**src/design/utf16_to_utf8_transcoder_defines.svh**
```systemverilog
// assertion helpers shared by the transcoder modules
`ifndef UTF16_TO_UTF8_TRANSCODER_DEFINES_SVH
`define UTF16_TO_UTF8_TRANSCODER_DEFINES_SVH

`ifndef SYNTHESIS
`define U16U8_ASSERT_NOW(label, clk, rstn, ante, cons) \
    label: assert property (@(posedge clk) disable iff (!(rstn)) (ante) |-> (cons)) \
        else $error("assertion failed");
`define U16U8_ASSERT_NEXT(label, clk, rstn, ante, cons) \
    label: assert property (@(posedge clk) disable iff (!(rstn)) (ante) |=> (cons)) \
        else $error("assertion failed");
`else
`define U16U8_ASSERT_NOW(label, clk, rstn, ante, cons)
`define U16U8_ASSERT_NEXT(label, clk, rstn, ante, cons)
`endif

`endif

```
**src/design/u16u8_pkg.sv**
```systemverilog
package u16u8_pkg;

    localparam int QUEUE_DEPTH_DEF = 4;

    localparam logic [5:0] SURR_HIGH_TAG = 6'b110110;
    localparam logic [5:0] SURR_LOW_TAG  = 6'b110111;

    // byte count minus one of a code point
    localparam logic [1:0] LEN_1 = 2'd0;
    localparam logic [1:0] LEN_2 = 2'd1;
    localparam logic [1:0] LEN_3 = 2'd2;
    localparam logic [1:0] LEN_4 = 2'd3;

    // one job: an optional lone held high surrogate, then an optional code point
    typedef struct packed {
        logic        has_held;
        logic [9:0]  held_bits;
        logic        has_cp;
        logic [20:0] cp;
        logic [1:0]  cp_len;
        logic        last;
    } job_t;

    function automatic logic [7:0] utf8_byte(input logic [20:0] cp, input logic [1:0] len,
                                             input logic [1:0] idx);
        logic [7:0] b;
        b = {2'b10, cp[5:0]};
        unique case (len)
            LEN_1: b = cp[7:0];
            LEN_2: begin
                if (idx == 2'd0) b = {3'b110, cp[10:6]};
            end
            LEN_3: begin
                if (idx == 2'd0)      b = {4'b1110, cp[15:12]};
                else if (idx == 2'd1) b = {2'b10, cp[11:6]};
            end
            LEN_4: begin
                if (idx == 2'd0)      b = {5'b11110, cp[20:18]};
                else if (idx == 2'd1) b = {2'b10, cp[17:12]};
                else if (idx == 2'd2) b = {2'b10, cp[11:6]};
            end
            default: b = {2'b10, cp[5:0]};
        endcase
        return b;
    endfunction

endpackage

```
**src/design/utf16_to_utf8_transcoder.sv**
```systemverilog
// UTF-16 to UTF-8 transcoder. Each transfer on s_ brings one 16-bit code unit plus an
// end-of-string flag; each transfer on m_ carries one UTF-8 byte, with m_run_last on the
// last byte produced for an input unit and m_string_last on the last byte of the string.
// A high surrogate that does not end the string is held until the next unit: a following
// low surrogate makes a 4-byte sequence, anything else sends the held surrogate out alone
// as 3 bytes. A unit that is only held yields no bytes; others yield up to 6, typically 1
// to 3. The front end takes one unit per cycle while its job queue (QUEUE_DEPTH entries)
// has room; the byte serializer behind it sends one byte per cycle while m_ready is high.
// A unit's first byte is registered after it passes the job queue and the job register.
module utf16_to_utf8_transcoder #(
    parameter int QUEUE_DEPTH = u16u8_pkg::QUEUE_DEPTH_DEF
) (
    input  logic        aclk,
    input  logic        aresetn,
    input  logic        s_valid,
    output logic        s_ready,
    input  logic [15:0] s_code_unit,
    input  logic        s_text_end,
    output logic        m_valid,
    input  logic        m_ready,
    output logic [7:0]  m_out_byte,
    output logic        m_run_last,
    output logic        m_string_last
);
    import u16u8_pkg::*;

    logic q_full;
    logic q_empty;
    logic push;
    logic pop;
    job_t push_job;
    job_t head_job;

    u16u8_front u_front (
        .aclk        (aclk),
        .aresetn     (aresetn),
        .s_valid     (s_valid),
        .s_ready     (s_ready),
        .s_code_unit (s_code_unit),
        .s_text_end  (s_text_end),
        .q_full      (q_full),
        .push        (push),
        .push_job    (push_job)
    );

    u16u8_queue #(
        .DEPTH (QUEUE_DEPTH)
    ) u_queue (
        .aclk     (aclk),
        .aresetn  (aresetn),
        .push     (push),
        .push_job (push_job),
        .pop      (pop),
        .head_job (head_job),
        .full     (q_full),
        .empty    (q_empty)
    );

    u16u8_back u_back (
        .aclk          (aclk),
        .aresetn       (aresetn),
        .head_job      (head_job),
        .q_empty       (q_empty),
        .pop           (pop),
        .m_valid       (m_valid),
        .m_ready       (m_ready),
        .m_out_byte    (m_out_byte),
        .m_run_last    (m_run_last),
        .m_string_last (m_string_last)
    );

endmodule

```
**src/design/u16u8_queue.sv**
```systemverilog
`include "utf16_to_utf8_transcoder_defines.svh"

module u16u8_queue #(
    parameter int DEPTH = u16u8_pkg::QUEUE_DEPTH_DEF
) (
    input  logic            aclk,
    input  logic            aresetn,
    input  logic            push,
    input  u16u8_pkg::job_t push_job,
    input  logic            pop,
    output u16u8_pkg::job_t head_job,
    output logic            full,
    output logic            empty
);
    import u16u8_pkg::*;

    localparam int PTR_W = (DEPTH > 1) ? $clog2(DEPTH) : 1;
    localparam int CNT_W = $clog2(DEPTH + 1);

    job_t             slot_reg [DEPTH];
    logic [PTR_W-1:0] wr_ptr_reg;
    logic [PTR_W-1:0] rd_ptr_reg;
    logic [CNT_W-1:0] count_reg;
    logic             do_pop;

    assign full     = count_reg == CNT_W'(DEPTH);
    assign empty    = count_reg == '0;
    assign head_job = slot_reg[rd_ptr_reg];
    assign do_pop   = pop && !empty;

    always_ff @(posedge aclk) begin
        if (!aresetn) begin
            wr_ptr_reg <= '0;
            rd_ptr_reg <= '0;
            count_reg  <= '0;
        end else begin
            if (push) begin
                slot_reg[wr_ptr_reg] <= push_job;
                wr_ptr_reg <= (wr_ptr_reg == PTR_W'(DEPTH - 1)) ? '0 : wr_ptr_reg + 1'b1;
            end
            if (do_pop) begin
                rd_ptr_reg <= (rd_ptr_reg == PTR_W'(DEPTH - 1)) ? '0 : rd_ptr_reg + 1'b1;
            end
            if (push && !do_pop) begin
                count_reg <= count_reg + 1'b1;
            end else if (!push && do_pop) begin
                count_reg <= count_reg - 1'b1;
            end
        end
    end

    `U16U8_ASSERT_NOW(a_no_push_when_full, aclk, aresetn, push, !full)
    `U16U8_ASSERT_NOW(a_count_in_range, aclk, aresetn, 1'b1, count_reg <= CNT_W'(DEPTH))

endmodule

```
**src/design/u16u8_front.sv**
```systemverilog
`include "utf16_to_utf8_transcoder_defines.svh"

module u16u8_front (
    input  logic            aclk,
    input  logic            aresetn,
    input  logic            s_valid,
    output logic            s_ready,
    input  logic [15:0]     s_code_unit,
    input  logic            s_text_end,
    input  logic            q_full,
    output logic            push,
    output u16u8_pkg::job_t push_job
);
    import u16u8_pkg::*;

    logic       held_valid_reg;
    logic       held_valid_next;
    logic [9:0] held_high_reg;
    logic [9:0] held_high_next;
    logic       accept;
    logic       is_high;
    logic       is_low;
    job_t       job;

    assign s_ready = !q_full;
    assign accept  = s_valid && s_ready;
    assign is_high = s_code_unit[15:10] == SURR_HIGH_TAG;
    assign is_low  = s_code_unit[15:10] == SURR_LOW_TAG;

    always_comb begin
        job             = '0;
        job.held_bits   = held_high_reg;
        job.last        = s_text_end;
        held_valid_next = held_valid_reg;
        held_high_next  = held_high_reg;
        if (held_valid_reg && is_low) begin
            // surrogate pair -> supplementary code point
            job.has_cp      = 1'b1;
            job.cp          = 21'({held_high_reg, s_code_unit[9:0]}) + 21'h10000;
            job.cp_len      = LEN_4;
            held_valid_next = 1'b0;
            held_high_next  = '0;
        end else begin
            job.has_held    = held_valid_reg;
            held_valid_next = 1'b0;
            held_high_next  = '0;
            if (is_high && !s_text_end) begin
                held_valid_next = 1'b1;
                held_high_next  = s_code_unit[9:0];
            end else begin
                job.has_cp = 1'b1;
                job.cp     = 21'(s_code_unit);
                if (s_code_unit < 16'h0080)      job.cp_len = LEN_1;
                else if (s_code_unit < 16'h0800) job.cp_len = LEN_2;
                else                             job.cp_len = LEN_3;
            end
        end
    end

    assign push     = accept && (job.has_held || job.has_cp);
    assign push_job = job;

    always_ff @(posedge aclk) begin
        if (!aresetn) begin
            held_valid_reg <= 1'b0;
            held_high_reg  <= '0;
        end else if (accept) begin
            held_valid_reg <= held_valid_next;
            held_high_reg  <= held_high_next;
        end
    end

    `U16U8_ASSERT_NEXT(a_nothing_held_after_end, aclk, aresetn, accept && s_text_end,
        !held_valid_reg)

endmodule

```
**src/design/u16u8_back.sv**
```systemverilog
`include "utf16_to_utf8_transcoder_defines.svh"

module u16u8_back (
    input  logic            aclk,
    input  logic            aresetn,
    input  u16u8_pkg::job_t head_job,
    input  logic            q_empty,
    output logic            pop,
    output logic            m_valid,
    input  logic            m_ready,
    output logic [7:0]      m_out_byte,
    output logic            m_run_last,
    output logic            m_string_last
);
    import u16u8_pkg::*;

    job_t        cur_job_reg;
    logic        cur_valid_reg;
    logic        in_held_reg;
    logic [1:0]  idx_reg;
    logic        m_valid_reg;
    logic [7:0]  m_out_byte_reg;
    logic        m_run_last_reg;
    logic        m_string_last_reg;

    logic        advance;
    logic [20:0] seg_cp;
    logic [1:0]  seg_len;
    logic        seg_end;
    logic        final_seg;
    logic        load;

    always_comb begin
        advance   = cur_valid_reg && (!m_valid_reg || m_ready);
        seg_cp    = in_held_reg ? 21'({SURR_HIGH_TAG, cur_job_reg.held_bits}) : cur_job_reg.cp;
        seg_len   = in_held_reg ? LEN_3 : cur_job_reg.cp_len;
        seg_end   = idx_reg == seg_len;
        final_seg = seg_end && (!in_held_reg || !cur_job_reg.has_cp);
        load      = (!cur_valid_reg || (advance && final_seg)) && !q_empty;
    end

    assign pop = load;

    always_ff @(posedge aclk) begin
        if (!aresetn) begin
            cur_valid_reg <= 1'b0;
            in_held_reg   <= 1'b0;
            idx_reg       <= '0;
            m_valid_reg   <= 1'b0;
        end else begin
            if (advance) begin
                m_valid_reg       <= 1'b1;
                m_out_byte_reg    <= utf8_byte(seg_cp, seg_len, idx_reg);
                m_run_last_reg    <= final_seg;
                m_string_last_reg <= final_seg && cur_job_reg.last;
            end else if (m_ready) begin
                m_valid_reg <= 1'b0;
            end

            if (load) begin
                cur_job_reg   <= head_job;
                cur_valid_reg <= 1'b1;
                in_held_reg   <= head_job.has_held;
                idx_reg       <= '0;
            end else if (advance) begin
                if (final_seg) begin
                    cur_valid_reg <= 1'b0;
                end else if (seg_end) begin
                    // lone surrogate done, move on to the unit's own code point
                    in_held_reg <= 1'b0;
                    idx_reg     <= '0;
                end else begin
                    idx_reg <= idx_reg + 2'd1;
                end
            end
        end
    end

    assign m_valid       = m_valid_reg;
    assign m_out_byte    = m_out_byte_reg;
    assign m_run_last    = m_run_last_reg;
    assign m_string_last = m_string_last_reg;

    `U16U8_ASSERT_NOW(a_string_last_ends_run, aclk, aresetn, m_valid_reg && m_string_last_reg,
        m_run_last_reg)
    `U16U8_ASSERT_NOW(a_held_seg_has_held, aclk, aresetn, cur_valid_reg && in_held_reg,
        cur_job_reg.has_held)
    `U16U8_ASSERT_NOW(a_idx_in_seg, aclk, aresetn, cur_valid_reg, idx_reg <= seg_len)

endmodule

```
**config.mk**
```make
export PLATFORM = sky130hd
export DESIGN_NAME = utf16_to_utf8_transcoder
export DESIGN_NICKNAME = d
export VERILOG_FILES = /design/src/design/u16u8_pkg.sv /design/src/design/utf16_to_utf8_transcoder.sv /design/src/design/u16u8_queue.sv /design/src/design/u16u8_front.sv /design/src/design/u16u8_back.sv
export VERILOG_INCLUDE_DIRS = /design/src /design/src/design
export SDC_FILE = /design/constraint.sdc
export NUM_CORES = 1
export LEC_CHECK = 0
export BUFFER_PORTS_ARGS = -buffer_cell sky130_fd_sc_hd__buf_4
export CORE_ASPECT_RATIO = 0.5
export CORE_MARGIN = 1.5
export CORE_UTILIZATION = 50
export DETAILED_ROUTE_END_ITERATION = 10
export PLACE_DENSITY = 0.67
export SLEW_MARGIN = 20
export SYNTH_ARGS = -nofsm -noshare
export SYNTH_HDL_FRONTEND = slang
export SYNTH_HIERARCHICAL = 1
export SYNTH_SLANG_ARGS = --single-unit
```
**constraint.sdc**
```tcl
create_clock -name aclk -period 10.4 [get_ports aclk]
set_clock_uncertainty 0.15 [all_clocks]
set_input_delay 2.08 -clock aclk [delete_from_list [all_inputs] [get_ports aclk]]
set_output_delay 2.08 -clock aclk [all_outputs]
set_load 0.05 [all_outputs]
```
# Yosys cells after proc, flatten, opt, wreduce, memory -nomap -nowiden
# Memories as Yosys holds them, arrays and structs flattened. A register that Yosys moved wholly into a read port is not among the register bits.
# Cells that the tools add are included.
# totals
inputBits	21
n_memories	1
romBits	0
mem_bits_rw	144
out_inout_bits	12
wordCells	116
reg_bits	68
latch_bits	0
# memory_table
name	words	word_bits	read_ports	rd_clocked_by_memory_dff	wr	line	source
u_queue.slot_reg	4	36	1	1	1	u16u8_queue.sv:20	job_t slot_reg [DEPTH];
# classes
div_mod_pow	0
n_eq_ne	12
bitwise	2
shift	0
mul	0
n_addsub	6
order_cmp	2
n_reduce_logical	39
muxes	37
# ops
cell	count
two-way mux 24 bit	2
case mux 8 bit (4 select lines)	1
two-way mux 8 bit	3
adder 20 x 17 -> 21 bit (second input constant)	1
two-way mux 21 bit	1
two-way mux 10 bit	2
< comparator 16 x 12 -> 1 bit (second input constant)	1
< comparator 16 x 8 -> 1 bit (second input constant)	1
two-way mux 2 bit	8
two-way mux 1 bit	15
== test 6 bit (second input constant)	2
logical AND 1 bit	12
two-way mux 6 bit	2
== test 2 bit (second input constant)	5
nonzero test 2 bit	5
logical NOT 1 bit	9
AND reduction 2 bit	4
two-way mux 7 bit	1
adder 2 x 1 -> 2 bit (second input constant)	3
two-way mux 3 bit	2
== test 2 x 1 -> 1 bit (second input constant)	2
logical NOT 2 bit	2
logical OR 1 bit	4
adder 3 x 1 -> 3 bit (second input constant)	1
other kinds (8)	9

# Depth between registers and ports, before layout
# depth
depth_word	11
depth_mapped	12
depth_no_buf	11

# Modules after synthesis
# The synthesis kept the hierarchy.
# modules_own_cells
mod	seq_area_each_um2	cells_each	n_inst	area_each_um2
u16u8_queue	4504.3	234	1	5715.5
u16u8_back	1451.4	186	1	2388.5
u16u8_front	220.2	78	1	700.7

# Least setup slack after synthesis
# Ideal clock, no wire load.
# synth_path
kind	input-to-reg
startpoint	in m_ready
endpoint	reg u_back/cur_job_reg[0] in the netlist's numbering (enable)
setup_slack_ns	5.065
arrival_ns	4.714
required_ns	9.779
path_buffers	0
setup_ns	0.471
stages	3
path_cell_list	nand2b_1 > a21oi_2 > nor3_1
# synth_between
elab_chain_cells	6
# synth_lines
element	line	source
start: declaration	utf16_to_utf8_transcoder.sv:20	input logic m_ready,
logical OR 1 bit	u16u8_back.sv:34	advance = cur_valid_reg && (!m_valid_reg || m_ready);
logical AND 1 bit	u16u8_back.sv:34	
logical AND 1 bit	u16u8_back.sv:39	load = (!cur_valid_reg || (advance && final_seg)) && !q_empty;
logical OR 1 bit	u16u8_back.sv:39	
logical AND 1 bit	u16u8_back.sv:39	
AND reduction 2 bit (no line)	n/a	
end signal: assignment	u16u8_back.sv:61	cur_job_reg <= head_job;
end: declaration	u16u8_back.sv:17	job_t cur_job_reg;
# No other way between the ends.
# A chain may end at the register's enable or synchronous reset.

==> run summary <==
run status - finished, final reports clean
CP arrival - 4.53 ns
leakage power total - 3.24 nW
dpl hpwl - 11000 microns
most common cell in the netlist - edfxtp_1
crit path launch - s_code_unit[14]
WP data required - 10.66 ns
Post-CTS Hold Buffers - 0
Final Wtd Congestion - 0.858
Post-Syn Instances - 498
CP max stage cell - nand2_1
multiplexer share of the synthesized area - 12.2%
EDFF count, synth - 189
core box area - 17300 sq um
fmax - 0.234 GHz
Synth cell types - 63
cell family with the largest share of critical-path delay - simple AND/OR/NAND/NOR gates
initial core utilization - 50.9%
crit-path max FO - 16
Post-synth top cells - edfxtp_1 (189), mux4_2 (31), dfxtp_1 (25), nor2_1 (19), mux2i_1 (18)
main combinational cell family by area after synthesis - multiplexers
Synth Flop Type - edfxtp_1
top-area cell type share of the netlist area - 64.5%
row cnt - 34
cell breakdown of the critical path - buf_4, and3_1, nand2_1, o21a_1, ha_1, inv_1, fa_1, xor2_1, or3_1, a21boi_0
largest area contributor in the netlist - edfxtp_1
H-tree levels - 1
post-synthesis async set-or-reset flop share - 0%
via count - 4480
drt wl/cell - 22.2 microns
r2r startpoint - u_back/cur_job_reg[1]$_DFFE_PP_
final hold violation count - 0
Largest stage delay, worst path - 0.46 ns
antenna diode count - 0
initial detailed-routing violation count - 480
Clk Latency, worst-skew pair - 0.50 ns
adder-cell share of the synthesized area - 1.65%
Net Count, Synth - 530
Mapped Area - 8800 sq um
number of flip-flops in the largest register - 144
Max Cap Viol - 0
drt drc - 0
Tot Pwr - 0.00234 W
share of layout cells above drive strength 1 - 23.1%
Max-slew headroom - 28.8%
area delta synth->final - 11.0%
number of global-route vias before repair - 4286
vias per cell - 5.78
crit path capture type - flip-flop
initial antenna violation count - 3
kind of critical path - in2reg
worst vdd ir - 0.000115 V
Reg clk slew, reported paths - 0.06 ns
Die Span X - 191 microns
Worst setup SP type - input pin
worst hold margin - 0.355 ns
final antenna-violating net count - 0
All-Layer GR Usage - 19.2%
first-pass GRT wire length - 26100 microns
fin. max-slew vios - 0
first drt pass iteration count - 5
gr ovfl total - 0
Clock Path Buffers - 3
ranking of synthesized cells by area - edfxtp_1 (64%), mux4_2 (7.9%), dfxtp_1 (5.7%)
Synth Area in Simple Gates - 6.35%
WP buf/inv - 2
final net count - 561
total CTS buffers - 20
Tmin final - 4.27 ns
TritonCTS clock tree - yes
post-cts sizing count - 0
period utilization - 41.0%
RSZ-0062 raised after global routing - no
sequential share of the synthesized area - 70.1%
io pins - 33
Post-Syn Area per Cell - 17.7 sq um
pin count of the biggest net entering global routing - 37
Setup Buffers After CTS - 0
area share of xor/xnor cells in the synthesized design - 0.682%
Pwr Density - 239 nW/um^2
Least-Margin Pin Slew - 1.07 ns
# port buffers - 32
beginning of the worst hold path - u_back/cur_valid_reg$_SDFFE_PN0P_
Yosys warning count - 6
Die Y - 96.8 microns
Setup violations, final - 0
die footprint - 18500 sq um
Compound-Gate Fraction of Synth Area - 6.28%
CTS root buf - clkbuf_16
Sink Count - 214
Seq cells post-synth - 214
final WL - 17200 microns
Setup TNS - 0 ns
worst min path class - reg2reg
==> power by group <==
group | total, W | internal, W | switching [W]
Combinational | 0.000543 | 0.000229 | 0.000314
Sequential | 0.00112 | 0.00106 | 0.0000615
Clock | 0.000668 | 0.000370 | 0.000298
==> worst min-delay path, stage by stage, from the launching register on <==
cell	delay, ns
dfxtp_1	0.31
inv_1	0.07
a21boi_0	0.08
==> stage by stage <==
step	instances	utilization [%]	cell area, sq um	setup slack [ns]
floorplan	498	-	8800	5.06
global placement	741	53.0	9180	5.69
detailed placement	741	53.0	9180	5.65
CTS	775	56.4	9770	6.15
global route	775	56.4	9770	6.01
finish	775	56.4	9770	6.13
==> per-layer routing <==
metal,track usage (%),up-vias,wire [microns]
met1,31.6,2267,8660
met2,25.6,142,7090
li1,-,2046,-
met3,4.21,25,1200
met4,4.78,0,277
met5,0,-,0
==> cells by family (layout without fill, tap and decap cells) <==
logic type | Yosys count | in the layout
flip-flops | 214 | 214
AND/OR/NAND/NOR | 98 | 98
AO/OA/AOI/OAI | 72 | 72
multiplexers | 58 | 58
buffers and inverters | 39 | 82
adder cells (fa/ha/maj) | 11 | 11
XOR/XNOR | 6 | 6
==> final timing paths <==
path,to,depth (start not counted),slack (ns)
setup reg to reg,u_queue/count_reg[2]$_SDFFE_PN0P_,11,7.03
setup / recovery,u_queue/count_reg[2]$_SDFFE_PN0P_,10,6.13
hold reg to reg,u_back/m_valid$_SDFFE_PN0P_,2,0.36
hold / removal,u_back/m_valid$_SDFFE_PN0P_,2,0.36
==> cell usage in the layout (no fill, tap or decap), types with 3 or more instances in the layout <==
cell,count
dfxtp_1,24
mux4_2,31
and2_1,12
nor3_1,5
o21ai_0,8
or2_2,3
a21boi_0,8
o22ai_1,4
a31oi_1,3
clkbuf_16,20
or3_1,4
nand2b_1,5
mux4_1,6
xor2_1,3
a211oi_1,5
clkinv_2,5
nor2_1,19
a22o_2,10
nand3_1,7
inv_1,13
and3_2,4
o31ai_1,4
o21a_1,3
ha_1,10
nor2b_1,7
nand2_1,15
mux2_2,3
clkbuf_1,5
edfxtp_1,189
mux2i_1,18
a21oi_1,8
buf_4,35
==> area by class of cell <==
type / count / area [sq um]
Clock buffer: 27 / 547
Clock inverter: 7 / 45.0
Fill cell: 1325 / 7540
Inverter: 13 / 48.8
Multi-Input combinational cell: 245 / 2400
Sequential cell: 214 / 6180
Tap cell: 234 / 293
Timing Repair Buffer: 35 / 263
No activity file was read; power rests on OpenSTA's default activity.
